**src/hw/rtl/api_frame_receive_router_unit_macros.svh**
```systemverilog
// Assertion macros shared by the frame receive router RTL.
`ifndef API_FRAME_RECEIVE_ROUTER_UNIT_MACROS_SVH
`define API_FRAME_RECEIVE_ROUTER_UNIT_MACROS_SVH

// Same-cycle implication, checked on every rising clk edge outside reset.
`define AFRR_ASSERT_NOW(label, ante, cons, msg) \
	label: assert property (@(posedge clk) disable iff (!arst_n) (ante) |-> (cons)) \
		else $error(msg);

// Next-cycle implication, checked on every rising clk edge outside reset.
`define AFRR_ASSERT_NEXT(label, ante, cons, msg) \
	label: assert property (@(posedge clk) disable iff (!arst_n) (ante) |=> (cons)) \
		else $error(msg);

`endif

```
**src/hw/rtl/afrr_pkg.sv**
```systemverilog
// Package with the constants and types of the frame receive router.
`timescale 1ns / 1ps

package afrr_pkg;

	localparam int POS_W = 17;

	localparam logic [7:0] START_BYTE     = 8'h7E;
	localparam logic [7:0] KIND_AT_RESP   = 8'h88;
	localparam logic [7:0] KIND_MODEM     = 8'h8A;
	localparam logic [7:0] KIND_RX_PACKET = 8'h90;

	// Positions counted with the start byte at zero, as seen after the
	// position counter has advanced for the current byte (one ahead).
	localparam logic [POS_W-1:0] POS_LEN_HI    = 17'd2;
	localparam logic [POS_W-1:0] POS_LEN_LO    = 17'd3;
	localparam logic [POS_W-1:0] POS_KIND      = 17'd4;
	localparam logic [POS_W-1:0] POS_MODEM     = 17'd5;
	localparam logic [POS_W-1:0] POS_AT_STATUS = 17'd8;
	localparam logic [POS_W-1:0] POS_PAYLOAD   = 17'd16;
	localparam logic [POS_W-1:0] DATA_OFFSET   = 17'd4;

	localparam int CFG_IDX_W  = 2;
	localparam int CFG_DATA_W = 8;

	localparam logic [CFG_IDX_W-1:0] REG_ENABLE      = 2'd0;
	localparam logic [CFG_IDX_W-1:0] REG_JOIN_OPEN   = 2'd1;
	localparam logic [CFG_IDX_W-1:0] REG_JOIN_CLOSED = 2'd2;

	localparam logic [7:0] JOIN_OPEN_RESET   = 8'd67;
	localparam logic [7:0] JOIN_CLOSED_RESET = 8'd68;

	typedef struct packed {
		logic       enable;
		logic [7:0] join_open_code;
		logic [7:0] join_closed_code;
	} cfg_t;

	typedef struct packed {
		logic       at_byte_valid;
		logic       payload_valid;
		logic [7:0] byte_value;
		logic       status_valid;
		logic [7:0] modem_code;
		logic       at_done;
		logic [7:0] at_result;
		logic       frame_end;
	} result_t;

endpackage

```
**src/hw/rtl/api_frame_receive_router_unit.sv**
```systemverilog
// Top level of the frame receive router: config registers, parser, output buffer.
// A byte's result is decoded combinationally and registered in the output buffer before
// it appears on m_tvalid. Throughput: one byte per cycle while s_tready is high.
// The two-entry output buffer keeps s_tready high through a single stalled result.
// Reset (arst_n low, asynchronous) returns the parser to hunting, clears length,
// kind and AT status, empties the buffer, and loads the register reset values.
`timescale 1ns / 1ps

module api_frame_receive_router_unit (
	input  logic                            clk,
	input  logic                            arst_n,
	// Received byte stream.
	input  logic                            s_tvalid,
	output logic                            s_tready,
	input  logic [7:0]                      s_tdata,    // [7:0] rx_byte
	// Routed result stream, one beat per received byte.
	output logic                            m_tvalid,
	input  logic                            m_tready,
	output logic [23:0]                     m_tdata,    // [7:0] byte_value, [15:8] modem_code,
	                                                    // [23:16] at_result
	output logic [3:0]                      m_tuser,    // [0] at_byte_valid, [1] payload_valid,
	                                                    // [2] status_valid, [3] at_done
	output logic                            m_tlast,    // frame_end
	// Configuration writes.
	input  logic                            cfg_wr_en,
	input  logic [afrr_pkg::CFG_IDX_W-1:0]  cfg_index,
	input  logic [afrr_pkg::CFG_DATA_W-1:0] cfg_data
);
	import afrr_pkg::*;

	cfg_t    cfg_q;
	result_t parse_res, buf_res;
	logic    in_accept;

	// Configuration registers. Writes to an index past the last register
	// are dropped.
	always_ff @(posedge clk or negedge arst_n) begin
		if (!arst_n) begin
			cfg_q.enable           <= 1'b0;
			cfg_q.join_open_code   <= JOIN_OPEN_RESET;
			cfg_q.join_closed_code <= JOIN_CLOSED_RESET;
		end else if (cfg_wr_en) begin
			case (cfg_index)
				REG_ENABLE:      cfg_q.enable           <= cfg_data[0];
				REG_JOIN_OPEN:   cfg_q.join_open_code   <= cfg_data;
				REG_JOIN_CLOSED: cfg_q.join_closed_code <= cfg_data;
				default: begin
				end
			endcase
		end
	end

	// Every accepted byte yields exactly one result beat, even a dropped or
	// ignored byte (all fields zero then), so the buffer's ready gates input.
	assign in_accept = s_tvalid && s_tready;

	afrr_parser u_parser (
		.clk       (clk),
		.arst_n    (arst_n),
		.cfg       (cfg_q),
		.in_accept (in_accept),
		.in_byte   (s_tdata),
		.res       (parse_res)
	);

	afrr_out_buf u_out_buf (
		.clk       (clk),
		.arst_n    (arst_n),
		.in_valid  (s_tvalid),
		.in_ready  (s_tready),
		.in_data   (parse_res),
		.out_valid (m_tvalid),
		.out_ready (m_tready),
		.out_data  (buf_res)
	);

	assign m_tdata = {buf_res.at_result, buf_res.modem_code, buf_res.byte_value};
	assign m_tuser = {buf_res.at_done, buf_res.status_valid,
	                  buf_res.payload_valid, buf_res.at_byte_valid};
	assign m_tlast = buf_res.frame_end;

endmodule

```
**src/hw/rtl/afrr_parser.sv**
```systemverilog
// Frame position tracking and per-byte routing decode.
`timescale 1ns / 1ps
`include "api_frame_receive_router_unit_macros.svh"

module afrr_parser (
	input  logic              clk,
	input  logic              arst_n,
	input  afrr_pkg::cfg_t    cfg,
	input  logic              in_accept,
	input  logic [7:0]        in_byte,
	output afrr_pkg::result_t res
);
	import afrr_pkg::*;

	logic [POS_W-1:0] pos_q, pos_d, pos_inc, data_idx;
	logic [15:0]      len_q, len_d;
	logic [7:0]       kind_q, kind_d;
	logic [7:0]       stat_q, stat_d;

	always_comb begin
		res      = '0;
		pos_d    = pos_q;
		len_d    = len_q;
		kind_d   = kind_q;
		stat_d   = stat_q;
		pos_inc  = pos_q + 17'd1;
		data_idx = pos_inc - DATA_OFFSET;
		if (cfg.enable) begin
			if (pos_q == '0) begin
				if (in_byte == START_BYTE) begin
					pos_d = 17'd1;
					len_d = '0;
				end
			end else begin
				pos_d = pos_inc;
				if (pos_inc == POS_LEN_HI) begin
					len_d = len_q + {in_byte, 8'h00};
				end else if (pos_inc == POS_LEN_LO) begin
					len_d = len_q + {8'h00, in_byte};
				end else if (pos_inc == POS_KIND) begin
					kind_d = in_byte;
				end else if (data_idx < {1'b0, len_q}) begin
					case (kind_q)
						KIND_AT_RESP: begin
							if (pos_inc == POS_AT_STATUS) begin
								stat_d = in_byte;
							end else if (pos_inc > POS_AT_STATUS) begin
								res.at_byte_valid = 1'b1;
								res.byte_value    = in_byte;
							end
							// The status byte may itself be the last data byte.
							if (data_idx + 17'd1 == {1'b0, len_q}) begin
								res.at_done   = 1'b1;
								res.at_result = stat_d;
							end
						end
						KIND_MODEM: begin
							if (pos_inc == POS_MODEM && in_byte != cfg.join_open_code &&
							    in_byte != cfg.join_closed_code) begin
								res.status_valid = 1'b1;
								res.modem_code   = in_byte;
							end
						end
						KIND_RX_PACKET: begin
							if (pos_inc >= POS_PAYLOAD) begin
								res.payload_valid = 1'b1;
								res.byte_value    = in_byte;
							end
						end
						default: begin
						end
					endcase
				end else begin
					res.frame_end = 1'b1;
					pos_d         = '0;
				end
			end
		end
	end

	always_ff @(posedge clk or negedge arst_n) begin
		if (!arst_n) begin
			pos_q  <= '0;
			len_q  <= '0;
			kind_q <= '0;
			stat_q <= '0;
		end else if (in_accept) begin
			pos_q  <= pos_d;
			len_q  <= len_d;
			kind_q <= kind_d;
			stat_q <= stat_d;
		end
	end

	`AFRR_ASSERT_NOW(a_disabled_quiet, in_accept && !cfg.enable, res == '0,
		"disabled parser produced a non-zero result")
	`AFRR_ASSERT_NOW(a_one_byte_route, in_accept, !(res.at_byte_valid && res.payload_valid),
		"byte routed to both queues")
	`AFRR_ASSERT_NEXT(a_end_rehunt, in_accept && res.frame_end, pos_q == '0,
		"frame end did not return to hunting")
	`AFRR_ASSERT_NEXT(a_hunt_hold, in_accept && pos_q == '0 && in_byte != START_BYTE,
		pos_q == '0, "left hunting without a start byte")

endmodule

```
**src/hw/rtl/afrr_out_buf.sv**
```systemverilog
// Two-entry output buffer: result register plus skid register.
`timescale 1ns / 1ps
`include "api_frame_receive_router_unit_macros.svh"

module afrr_out_buf (
	input  logic              clk,
	input  logic              arst_n,
	input  logic              in_valid,
	output logic              in_ready,
	input  afrr_pkg::result_t in_data,
	output logic              out_valid,
	input  logic              out_ready,
	output afrr_pkg::result_t out_data
);
	import afrr_pkg::*;

	logic    out_valid_q, skid_valid_q;
	result_t out_q, skid_q;
	logic    push, load_out;

	assign in_ready  = !skid_valid_q;
	assign push      = in_valid && in_ready;
	assign load_out  = !out_valid_q || out_ready;
	assign out_valid = out_valid_q;
	assign out_data  = out_q;

	always_ff @(posedge clk or negedge arst_n) begin
		if (!arst_n) begin
			out_valid_q  <= 1'b0;
			skid_valid_q <= 1'b0;
		end else if (load_out) begin
			if (skid_valid_q) begin
				out_valid_q  <= 1'b1;
				skid_valid_q <= 1'b0;
			end else begin
				out_valid_q <= push;
			end
		end else if (push) begin
			skid_valid_q <= 1'b1;
		end
	end

	always_ff @(posedge clk) begin
		if (load_out) begin
			if (skid_valid_q) begin
				out_q <= skid_q;
			end else if (push) begin
				out_q <= in_data;
			end
		end else if (push) begin
			skid_q <= in_data;
		end
	end

	`AFRR_ASSERT_NOW(a_skid_behind_out, skid_valid_q, out_valid_q,
		"skid entry held while result register empty")
	`AFRR_ASSERT_NEXT(a_stall_to_skid, out_valid_q && !out_ready && push, skid_valid_q,
		"stalled beat not captured in skid register")
	`AFRR_ASSERT_NEXT(a_skid_drain, skid_valid_q && out_ready, out_valid_q && !skid_valid_q,
		"skid entry not moved to result register")

endmodule

```
**config.mk**
```make
export PLATFORM = sky130hd
export DESIGN_NAME = api_frame_receive_router_unit
export DESIGN_NICKNAME = d
export VERILOG_FILES = /design/src/hw/rtl/afrr_pkg.sv /design/src/hw/rtl/api_frame_receive_router_unit.sv /design/src/hw/rtl/afrr_parser.sv /design/src/hw/rtl/afrr_out_buf.sv
export VERILOG_INCLUDE_DIRS = /design/src /design/src/hw/rtl
export SDC_FILE = /design/constraint.sdc
export NUM_CORES = 1
export LEC_CHECK = 0
export BUFFER_PORTS_ARGS = -buffer_cell sky130_fd_sc_hd__buf_4
export CAP_MARGIN = 20
export CELL_PAD_IN_SITES_DETAIL_PLACEMENT = 1
export CELL_PAD_IN_SITES_GLOBAL_PLACEMENT = 2
export CORE_ASPECT_RATIO = 1.75
export CORE_MARGIN = 1.5
export CORE_UTILIZATION = 35
export DETAILED_ROUTE_END_ITERATION = 12
export GPL_ROUTABILITY_DRIVEN = 0
export PLACE_DENSITY_LB_ADDON = 0.1
export SLEW_MARGIN = 10
export SYNTH_ARGS = -nofsm -noshare
export SYNTH_HDL_FRONTEND = slang
export SYNTH_HIERARCHICAL = 1
export SYNTH_SLANG_ARGS = --single-unit
```
**constraint.sdc**
```tcl
create_clock -name clk -period 5.15 [get_ports clk]
set_input_delay 0.515 -clock clk [delete_from_list [all_inputs] [get_ports clk]]
set_output_delay 0.515 -clock clk [all_outputs]
set_load 0.02 [all_outputs]
```
=== Word-level counts from Yosys, hierarchy flattened ===
Index checks and enable logic that the tools add are counted.

* Register bits: 126
* Input bits: 23
* Output and inout bits: 31
* Logic and storage cells: 108

* Add/sub/neg operators: 5
* Order comparisons: 3
* Equal/unequal tests: 15
* Mux-type cells: 35
* Bitwise operators: 5
* Reductions and logical operators: 20

{| class="wikitable"
|+ Operators by type and width
! operator !! number
|-
| two-way mux 29 bit || 7
|-
| two-way mux 17 bit || 6
|-
| two-way mux 16 bit || 4
|-
| two-way mux 9 bit || 5
|-
| adder 17 x 1 -> 17 bit, second input constant || 2
|-
| equality test 17 x 2 -> 1 bit, second input constant || 2
|-
| equality test 17 x 3 -> 1 bit, second input constant || 2
|-
| two-way mux 28 bit || 1
|-
| equality test 8 bit, second input constant || 3
|-
| two-way mux 8 bit || 3
|-
| equality test 17 x 16 -> 1 bit || 1
|-
| equality test 17 x 4 -> 1 bit, second input constant || 1
|-
| greater-or-equal comparator 17 x 5 -> 1 bit, second input constant || 1
|-
| > comparator 17 x 4 -> 1 bit, second input constant || 1
|-
| zero test 17 bit || 1
|-
| less-than comparator 17 x 16 -> 1 bit || 1
|-
| subtractor 17 x 3 -> 17 bit, second input constant || 1
|-
| adder 16 bit || 1
|-
| adder 16 x 8 -> 16 bit || 1
|-
| != test 8 bit || 2
|-
| one-hot mux 8 bit (2 select lines) || 1
|-
| AND reduction 2 bit || 5
|-
| equality test 8 x 7 -> 1 bit, second input constant || 1
|-
| two-way mux 1 bit || 8
|-
| 14 further kinds || 22
|}

=== Longest topological paths before layout ===
Gate-level depths: netlist of the first run.

* Depth after elaboration: 14
* Mapped depth: 21
* Mapped depth without buffers: 20

=== Modules after synthesis ===
Netlist of the first run, hierarchy kept.

{| class="wikitable"
|+ Modules (own cells, without submodules)
! module !! instances !! cells each !! area each (sq um) !! sequential area each (sq um)
|-
| afrr_parser || 1 || 646 || 5654.2 || 1226.2
|-
| afrr_out_buf || 1 || 99 || 2187.1 || 1791.7
|-
| api_frame_receive_router_unit || 1 || 38 || 681.9 || 431.7
|}

=== Least setup slack after synthesis of the first run ===
OpenSTA, ideal clock, no wires.

* Path kind: reg-to-reg
* From: reg u_parser.pos_q[0]
* To: reg u_parser.stat_q[0]
* Setup time: 0.125 ns
* Arrival time: 4.480 ns
* Data required time: 5.025 ns
* Setup slack: 0.545 ns
* Cell stages (with the launch flop): 20
* Buffers on the path: 2
* Clock period less this slack: 4.605 ns
* Cell sequence: dfrtp_1 -> ha_1 -> buf_6 -> and4_4 -> buf_6 -> nand2_2 -> or4_1 -> a211o_1 -> xnor2_2 -> inv_1 -> ha_1 -> a21o_1 -> a21o_1 -> a21oi_1 -> o21ai_0 -> nor2_1 -> and2_4 -> nand2_4 -> nor4_4 -> mux2_4

* Word-level cells in the longest chain between the ends: 4
* Elaborated cells on any way between the ends: 14
* Classes of those cells: 2 x add/sub; 1 x order compare; 4 x eq/ne; 1 x mux; 4 x bitwise; 2 x reduce/logical

{| class="wikitable"
|+ Ends and longest elaborated chain
! item !! line !! text
|-
| start, declared || afrr_parser.sv:15 || <nowiki>logic [POS_W-1:0] pos_q, pos_d, pos_inc, data_idx;</nowiki>
|-
| start signal, assigned || afrr_parser.sv:88 || <nowiki>pos_q <= pos_d;</nowiki>
|-
| adder 17 x 1 -> 17 bit || afrr_parser.sv:26 || <nowiki>pos_inc = pos_q + 17'd1;</nowiki>
|-
| subtractor 17 x 3 -> 17 bit (tied with other cells) || afrr_parser.sv:27 || <nowiki>data_idx = pos_inc - DATA_OFFSET;</nowiki>
|-
| less-than comparator 17 x 16 -> 1 bit / inverter 1 bit (equally long branches) || - ||
|-
| AND reduction 8 bit (no line) || - ||
|-
| end signal, assigned || afrr_parser.sv:91 || <nowiki>stat_q <= stat_d;</nowiki>
|-
| end, declared || afrr_parser.sv:18 || <nowiki>logic [7:0] stat_q, stat_d;</nowiki>
|}

Several ways; a longest one is shown, not always the timed one.
A chain may end at the register's enable or synchronous reset.

==> flow_summary.toml, run 1 <==
[cells_and_area]
final_common_cell = "buf_4"
stdcell_count = 1181
num_antenna_cells = 0
layout_common_cells = "93 x buf_4, 61 x dfrtp_1, 58 x edfxtp_1, 54 x mux2_2, 45 x nand2_1"
final_area_um2 = 10210
fin_nets = 926
drive_gt1_share_pct = 29.21
area_delta_synth_final_pct = 19.85

[synth]
synth_edf_count = 58
yosysWarningCount = 6
avgSynthCellArea_um2 = 10.89
synth_ff_type = "dfrtp_1"
yosysSeqAreaShare_pct = 40.47
synth_area_um2 = 8523
syn-num-nets = 849
syn_inst = 783
synth_area_leaders = "edfxtp_1 20%, dfrtp_1 18%, mux2_2 7.1%"
synth_top_area_share_pct = 20.43
synth_top_area_cell = "edfxtp_1"
synth_cell_types = 93
yosys_register_bits = 126
async_reset_ff_share_pct = 53.97

[pwr]
max-vdd-ir-drop_mv = 0.2339
powerDensity_nw_per_um2 = 551.4
p_leak_nw = 4.330
p_total_w = 0.005632

[timing]
slew_viol_final = 0
relSlewSlack_pct = 34.48
finalSetupTns_ns = 0
setup_ws_ns = 0.1629
finalCriticalPeriod_ns = 4.987
skew_ns = 0.006967
setup_viol = 0
min_period_over_period_pct = 96.84
tightestPinTransition_ns = 0.9828
max_freq_ghz = 0.2005
hold_violations = 0

[worst_setup_path]
arrival_ns = 5.28
cp-start-kind = "flip-flop"
crit_slowest_cell = "dfrtp_2"
setup.worst_path.class = "reg2reg"
reg2reg_setup_slack_ns = 0.16
cp_top_family = "simple AND/OR/NAND/NOR gates"
critPathRequiredTime_ns = 5.45
critical_path_buf_inv_count = 3
worst-path-max-fanout = 8
cp-end-kind = "flip-flop"
crit_chain = "ha_1 > and2_2 > xnor2_1 > inv_2 > ha_4 > nand3_4 > a211o_4 > xnor2_4 > inv_1 > ha_1 > a21o_1 > a21o_1 > a21oi_1 > o21ai_0 > nor2_1 > nand4_1 > nor4b_4 > buf_4 > o2111ai_4 > nor3_2 > mux2_2"
cpPeakStageDelay_ns = 0.46

[floorplanning]
die_w_um = 121.0
rows = 75
initial_core_util_pct = 35.62
fp.dieH_um = 209.4
dieArea_um2 = 25330
coreArea_um2 = 23930
io_pins = 54

[global_route]
use_met3_pct = 3.451
grt_max_degree = 69
grt_pass1_vias = 7161
grt_pass1_wl_um = 40640
met2_usage_pct = 42.08
use_met1_pct = 21.16
grt-busiest-layer = "met2"
antenna_found_initial = 0
grt-ovfl-total = 0
track_usage_pct = 21.44

[clock_network]
cts-root-buf = "clkbuf_16"
cts_tree = "built"
holdBufCountCts = 0
clkSlewWorstSetupHoldPaths_ns = 0.06
cts_sinks = 126
cts_inserted_buffers = 17
cts.path.max_buffers = 2
clk_latency_ns = 0.43
cts-htree-levels = 4

[placed_design]
place_ws_ns = -0.05877
hpwl_um = 19830
port_buffers = 53
dp.cells = 1137
place_area_um2 = 9308

[routing]
dr.first_iter.drc_count = 250
drt-total-wl_um = 25930
post_drt_wl_per_cell_um = 21.96
firstDrtPassIters = 4
vias_per_cell = 5.489
drcViolationCount = 0
antenna_left = 0
dr_total_vias = 6483

[run]
cap_violations = 0

[status]
status = "finished, final reports clean"

[min_path]
min_path_type = "in2async"
worst paths after layout:
check,start,to,cells past startpoint
worst max-delay path,u_parser/pos_q[1],u_out_buf/out_data[1],21
worst min-delay path,arst_n,u_parser/pos_q[13],1
worst max register to register,u_parser/pos_q[1],u_out_buf/out_data[1],21
worst min register to register,u_parser/kind_q[7],u_parser/kind_q[7],1
max in group asynchronous,arst_n,u_parser/pos_q[1],1
min in group clk,s_tvalid,u_out_buf/out_valid,3
synth_stat cells, types with 4 or more instances:
cell,count
nand4b_1,4
mux2i_1,14
nand3_1,18
xor2_1,21
dfstp_2,5
a21oi_1,39
and2_1,20
xnor2_2,5
and3_1,10
mux2_2,54
buf_4,4
nor3_1,19
xnor3_1,5
and4_1,5
mux2_4,8
ha_1,41
or4_1,4
dfrtp_1,63
buf_6,9
nor2_1,32
o21ai_0,29
o31ai_1,6
nor4_1,10
a22o_1,5
nand2_1,45
o21bai_1,9
inv_1,43
nor2b_1,4
a21o_1,11
o22ai_1,5
nand4_1,18
xnor2_1,39
edfxtp_1,58
clkbuf_1,15
or3_1,4
a31oi_1,7
area by class of cell:
cell class                      instances  area, um^2
Inverter                               44       165.2
Timing Repair Buffer                   93       698.2
Clock buffer                           20       456.7
Sequential cell                       126        3452
Fill cell                            2639       13710
Tap cell                              308       385.4
Multi-Input combinational cell        578        4850
Clock inverter                         12       207.7
what timing repair did:
action,4_1_cts,5_1_grt
setup endpoints to repair,9,26
endpoints found under the hold margin,0,0
gates cloned,1,0
resized for setup,8,18
pin swaps,1,15
setup buffers,2,9
sequential cells by signal, summed over array words and instances (netlist names):
| name | cells |
|---|---|
| u_parser/kind_q | 8 |
| u_out_buf/skid_valid_q | 1 |
| u_out_buf/skid_q | 29 |
| u_parser/len_q | 16 |
| u_parser/stat_q | 8 |
| u_out_buf/out_valid | 1 |
| u_out_buf/out_data | 29 |
| u_parser/pos_q | 17 |
| cfg_q | 17 |
metrics by stage:
step / util (%) / hold WS, ns
floorplan: - / 0.2194
global placement: 38.90 / 0.4877
detailed placement: 38.90 / 0.4952
CTS: 41.98 / 0.2566
global route: 42.69 / 0.2867
finish: 42.69 / 0.2218
report_power, final:
part	total [W]	internal [W]	switching, W
logic	0.00293	0.00122	0.00171
registers	0.00134	0.00120	0.000139
clock network	0.00136	0.000889	0.000474
metal layers:
metal | vias up | wire, um
met5 | - | 0
met4 | 0 | 1061
met3 | 44 | 560
met2 | 95 | 15060
met1 | 3291 | 9247
li1 | 3053 | -
cells by family after synthesis:
| logic type | after synthesis | share of synthesized area, % |
|---|---|---|
| xor+xnor | 72 | 9.043 |
| flops | 126 | 40.47 |
| fa+ha+maj | 43 | 6.489 |
| simple gates | 232 | 16.79 |
| compound gates | 154 | 12.45 |
| mux | 76 | 10.19 |
| buf+inv | 80 | 4.565 |
(Power assumes the default switching activity.)
==> inputs of run 2 (changes only) <==
CORE_UTILIZATION = 30   (was 35)
==> flow_summary.toml, run 2 (synthesis results as in run 1) <==
[timing]
hold_violations = 0
max_freq_ghz = 0.2052
setup_viol = 0
setup_ws_ns = 0.2768
finalCriticalPeriod_ns = 4.873
slew_viol_final = 0
tightestPinTransition_ns = 1.008
relSlewSlack_pct = 32.81
min_period_over_period_pct = 94.63
skew_ns = 0.009635

[global_route]
met2_usage_pct = 39.05
grt_pass1_wl_um = 42490
track_usage_pct = 19.46
antenna_found_initial = 0
grt-ovfl-total = 0
use_met3_pct = 2.535
use_met1_pct = 19.58
grt_max_degree = 69
grt_pass1_vias = 7172
grt-busiest-layer = "met2"

[clock_network]
cts_inserted_buffers = 17
cts-root-buf = "clkbuf_16"
holdBufCountCts = 0
clkSlewWorstSetupHoldPaths_ns = 0.06
cts.path.max_buffers = 2
cts_sinks = 126
cts-htree-levels = 4
clk_latency_ns = 0.43
cts_tree = "built"

[routing]
vias_per_cell = 5.178
firstDrtPassIters = 4
post_drt_wl_per_cell_um = 22.08
dr_total_vias = 6462
drcViolationCount = 0
drt-total-wl_um = 27550
dr.first_iter.drc_count = 169
antenna_left = 0

[min_path]
min_path_type = "in2async"

[worst_setup_path]
cp-start-kind = "flip-flop"
critPathRequiredTime_ns = 5.45
cp-end-kind = "flip-flop"
arrival_ns = 5.17
reg2regPathDepth = 19
setup.worst_path.class = "reg2reg"
cpPeakStageDelay_ns = 0.52
reg2reg_to = "u_out_buf/out_data[5]"
crit_chain = "ha_1 > and4_4 > nand2_2 > or4_4 > a211o_1 > xnor2_2 > inv_1 > ha_1 > a21o_1 > a21o_1 > a21oi_1 > o21ai_0 > nor2_1 > nand4_1 > nor4b_4 > buf_4 > o2111ai_4 > nor3_2 > mux2_2"
worst-path-max-fanout = 11
crit_slowest_cell = "or4_4"
r2r_start = "u_parser/pos_q[1]"
reg2reg_setup_slack_ns = 0.28

[cells_and_area]
final_common_cell = "buf_4"
layout_common_cells = "94 x buf_4, 62 x dfrtp_1, 58 x edfxtp_1, 54 x mux2_2, 45 x nand2_1"
register_area_um2 = 3451
num_antenna_cells = 0
area_delta_synth_final_pct = 20.74
multiInputGateArea_um2 = 4828
stdcell_count = 1248
nFillCells = 3120
fin_nets = 928
drive_gt1_share_pct = 29.26

[floorplanning]
die_w_um = 130.4
dieArea_um2 = 29470
initial_core_util_pct = 30.47
fp.dieH_um = 226.0
rows = 81
coreArea_um2 = 27970
io_pins = 54

[pwr]
max-vdd-ir-drop_mv = 0.2866
combPwrFrac_pct = 52.8
clkPwrFrac_pct = 23.7
p_int_w = 0.003333
p_leak_nw = 4.317
powerDensity_nw_per_um2 = 554.3
p_sw_w = 0.002371
power_switching_share_pct = 41.57
p_seq_share_pct = 23.5

[placed_design]
place_ws_ns = -0.02514
dp.cells = 1205
port_buffers = 53
hpwl_um = 20990

[status]
status = "finished, final reports clean"

[run]
cap_violations = 0
-- run 2: final cells by class --
| type | instances | share of cell area [%] |
|---|---|---|
| clock buffer | 19 | 4.304 |
| timing repair buffer | 95 | 7.052 |
| multi-input combinational | 578 | 46.92 |
| inverter | 44 | 1.605 |
| tap | 373 | 4.535 |
| clock inverter | 13 | 2.055 |
| sequential | 126 | 33.53 |
-- run 2: metrics by stage --
stage | hold slack, ns | util [%] | power (W) | cell area (um^2) | setup TNS (ns)
final | 0.2167 | 36.79 | 0.005705 | 10290 | 0
after detailed placement | 0.4992 | 33.65 | 0.004202 | 9412 | -0.05697
after global routing | 0.3131 | 36.79 | 0.006115 | 10290 | -0.02504
after global placement | 0.4880 | 33.65 | 0.004129 | 9412 | 0
after CTS | 0.2854 | 36.05 | 0.005596 | 10080 | -0.0009703
after floorplan | 0.2194 | - | 0.003300 | 8523 | 0
-- run 2: worst max-delay path by stage --
stage                 startpoint               endpoint  slack [ns]  cells after the start
3_5_place_dp   u_parser/pos_q[1]  u_out_buf/out_data[5]       -0.03                     20
2_1_floorplan  u_parser/pos_q[0]     u_parser/stat_q[0]        0.55                     19
3_3_place_gp   u_parser/pos_q[1]  u_out_buf/out_data[2]        0.10                     18
4_1_cts        u_parser/pos_q[1]  u_out_buf/out_data[5]      -0.001                     20
6_report       u_parser/pos_q[1]  u_out_buf/out_data[5]        0.28                     19
5_1_grt        u_parser/pos_q[1]  u_out_buf/out_data[5]       -0.03                     20
-- run 2: per-layer routing --
layer	wire length [um]	share of wire [%]
met2	16110	58
met3	417	1.5
met1	10310	37
met4	716	2.6
met5	0	0
-- run 2: worst max-delay path: cells and delay by family, from the launching register on --
family,cells,cell delay [ns]
simple gates,7,2.01
xor+xnor,1,0.19
buf+inv,2,0.26
mux,1,0.19
compound gates,6,1.19
flops,1,0.44
fa+ha+maj,2,0.49
-- run 2: repair_timing --
action | CTS | global route
resized for setup | 3 | 20
setup buffers | 0 | 10
cloned | 0 | 1
setup endpoints to repair | 8 | 48
pin swaps | 2 | 10
-- run 2: power by group through the flow --
stage	logic [W]	registers (W)	clock network [W]
floorplan	0.00196	0.00134	0
global placement	0.00278	0.00135	0
detailed placement	0.00285	0.00136	0
CTS	0.00287	0.00134	0.00139
global route	0.00332	0.00136	0.00143
finish	0.00301	0.00134	0.00135
==> inputs of run 3 (changes only) <==
CORE_ASPECT_RATIO = not set   (was 1.75)
REMOVE_ABC_BUFFERS = 1   (was not set)
clock period = 5.4 ns   (was 5.15 ns; I/O delays follow)
==> flow_summary.toml, run 3 (synthesis results as in run 1) <==
[cells_and_area]
stdcell_count = 1239
nFillCells = 3069
drive_gt1_share_pct = 27.41
fin_nets = 914
multiInputGateArea_um2 = 4775
area_delta_synth_final_pct = 18.16
final_common_cell = "buf_4"
register_area_um2 = 3451
num_antenna_cells = 0
layout_common_cells = "81 x buf_4, 62 x dfrtp_1, 58 x edfxtp_1, 54 x mux2_2, 45 x nand2_1"

[routing]
dr.first_iter.drc_count = 280
vias_per_cell = 5.152
drcViolationCount = 0
antenna_left = 0
drt-total-wl_um = 26140
firstDrtPassIters = 5
post_drt_wl_per_cell_um = 21.10
dr_total_vias = 6383

[worst_setup_path]
crit_chain = "ha_1 > and2_1 > xnor2_1 > inv_1 > ha_2 > xor3_1 > a211o_1 > and4b_1 > nand2_2 > xnor2_1 > o31ai_1 > o2111ai_4 > nor3_1 > mux2_2"
setup.worst_path.class = "reg2reg"
crit_slowest_cell = "o31ai_1"
cp_top_family = "compound AO/OA/AOI/OAI gates"
reg2reg_setup_slack_ns = 0.30
setup.worst_path.start = "u_parser/pos_q[1]"
reg2regPathDepth = 14
arrival_ns = 5.39
reg2reg_to = "u_out_buf/out_data[8]"
cpPeakStageDelay_ns = 0.82
r2r_start = "u_parser/pos_q[1]"
critPathRequiredTime_ns = 5.69
cp-end-kind = "flip-flop"
cp-start-kind = "flip-flop"
critical_path_buf_inv_count = 1
crit_top_cell = "xnor2_1"
worst-path-max-fanout = 7

[timing]
tightestPinTransition_ns = 0.9892
relSlewSlack_pct = 33.49
holdWs_ns = 0.2698
setup_viol = 0
slew_viol_final = 0
max_freq_ghz = 0.1959
setup_ws_ns = 0.2960
finalCriticalPeriod_ns = 5.104
min_period_over_period_pct = 94.52
skew_ns = 0.01880
hold_violations = 0

[clock_network]
holdBufCountCts = 0
cts-root-buf = "clkbuf_16"
cts_inserted_buffers = 17
cts_tree = "built"
clk_latency_ns = 0.42
clkSlewWorstSetupHoldPaths_ns = 0.07
cts_sinks = 126
cts.path.max_buffers = 2
cts-htree-levels = 4

[pwr]
powerDensity_nw_per_um2 = 519.4
max-vdd-ir-drop_mv = 0.2170
combPwrFrac_pct = 52.6
power_switching_share_pct = 42.94
p_sw_w = 0.002246
p_leak_nw = 4.204
p_int_w = 0.002984
clkPwrFrac_pct = 23.0
p_seq_share_pct = 24.4

[floorplanning]
initial_core_util_pct = 30.60
dieArea_um2 = 29430
io_pins = 54
die_w_um = 171.6
fp.dieH_um = 171.6
rows = 61
coreArea_um2 = 27860

[run]
cap_violations = 0

[global_route]
track_usage_pct = 18.43
grt_pass1_vias = 7008
antenna_found_initial = 0
grt_pass1_wl_um = 40970
grt-ovfl-total = 0
grt_max_degree = 69

[placed_design]
hpwl_um = 19060
place_ws_ns = 0.1120
port_buffers = 53
dp.cells = 1201

[status]
status = "finished, final reports clean"

[min_path]
min_path_type = "in2async"
-- run 3: changes by cell type in the layout (fill, tap and decap cells not counted), moves of 2 or more --
cell / delta
nor3_2: -2
nor3_1: +2
bufinv_16: -3
ha_2: +2
buf_4: -13
inv_8: +2
inv_6: +4
-- run 3: per-layer routing --
metal	vias up	routed length [um]	share of wire (%)	track usage, %
met5	-	0	0	0
met4	0	327	1.3	5.111
met3	19	906	3.5	2.393
met2	91	13150	50	33.41
met1	3241	11750	45	22.78
li1	3032	-	-	-
-- run 3: timing repair --
action	4_1_cts	5_1_grt
resized for setup	0	14
buffers inserted	0	5
setup endpoints to repair	0	55
-- run 3: metrics by stage --
stage          total power (W)  cell area (um^2)  utilization [%]  TNS [ns]
3_3_place_gp          0.003876              9350            33.56         0
6_report              0.005230             10070            36.15         0
3_5_place_dp          0.003946              9350            33.56         0
5_1_grt               0.005623             10070            36.15  -0.05310
2_1_floorplan         0.003100              8299                -         0
4_1_cts               0.005185              9950            35.72         0
-- run 3: how the worst max path moves through the flow --
stage,cells past startpoint,to
6_report,14,u_out_buf/out_data[8]
5_1_grt,21,u_out_buf/out_data[4]
4_1_cts,20,u_out_buf/out_data[6]
3_5_place_dp,18,u_out_buf/out_data[6]
3_3_place_gp,20,u_out_buf/out_data[5]
2_1_floorplan,17,u_parser/stat_q[0]
-- run 3: layout make-up --
class	instances	area share [%]
Tap cell	378	4.696
Multi-Input combinational cell	578	47.41
Clock buffer	17	4.224
Timing Repair Buffer	81	6.038
Clock inverter	15	1.727
Sequential cell	126	34.27
Inverter	44	1.640
-- run 3: power by group through the flow --
stage	sequential (W)	clock [W]	combinational, W
floorplan	0.00129	0	0.00181
global placement	0.00129	0	0.00259
finish	0.00128	0.00120	0.00275
global route	0.00130	0.00127	0.00305
detailed placement	0.00130	0	0.00265
CTS	0.00128	0.00124	0.00267
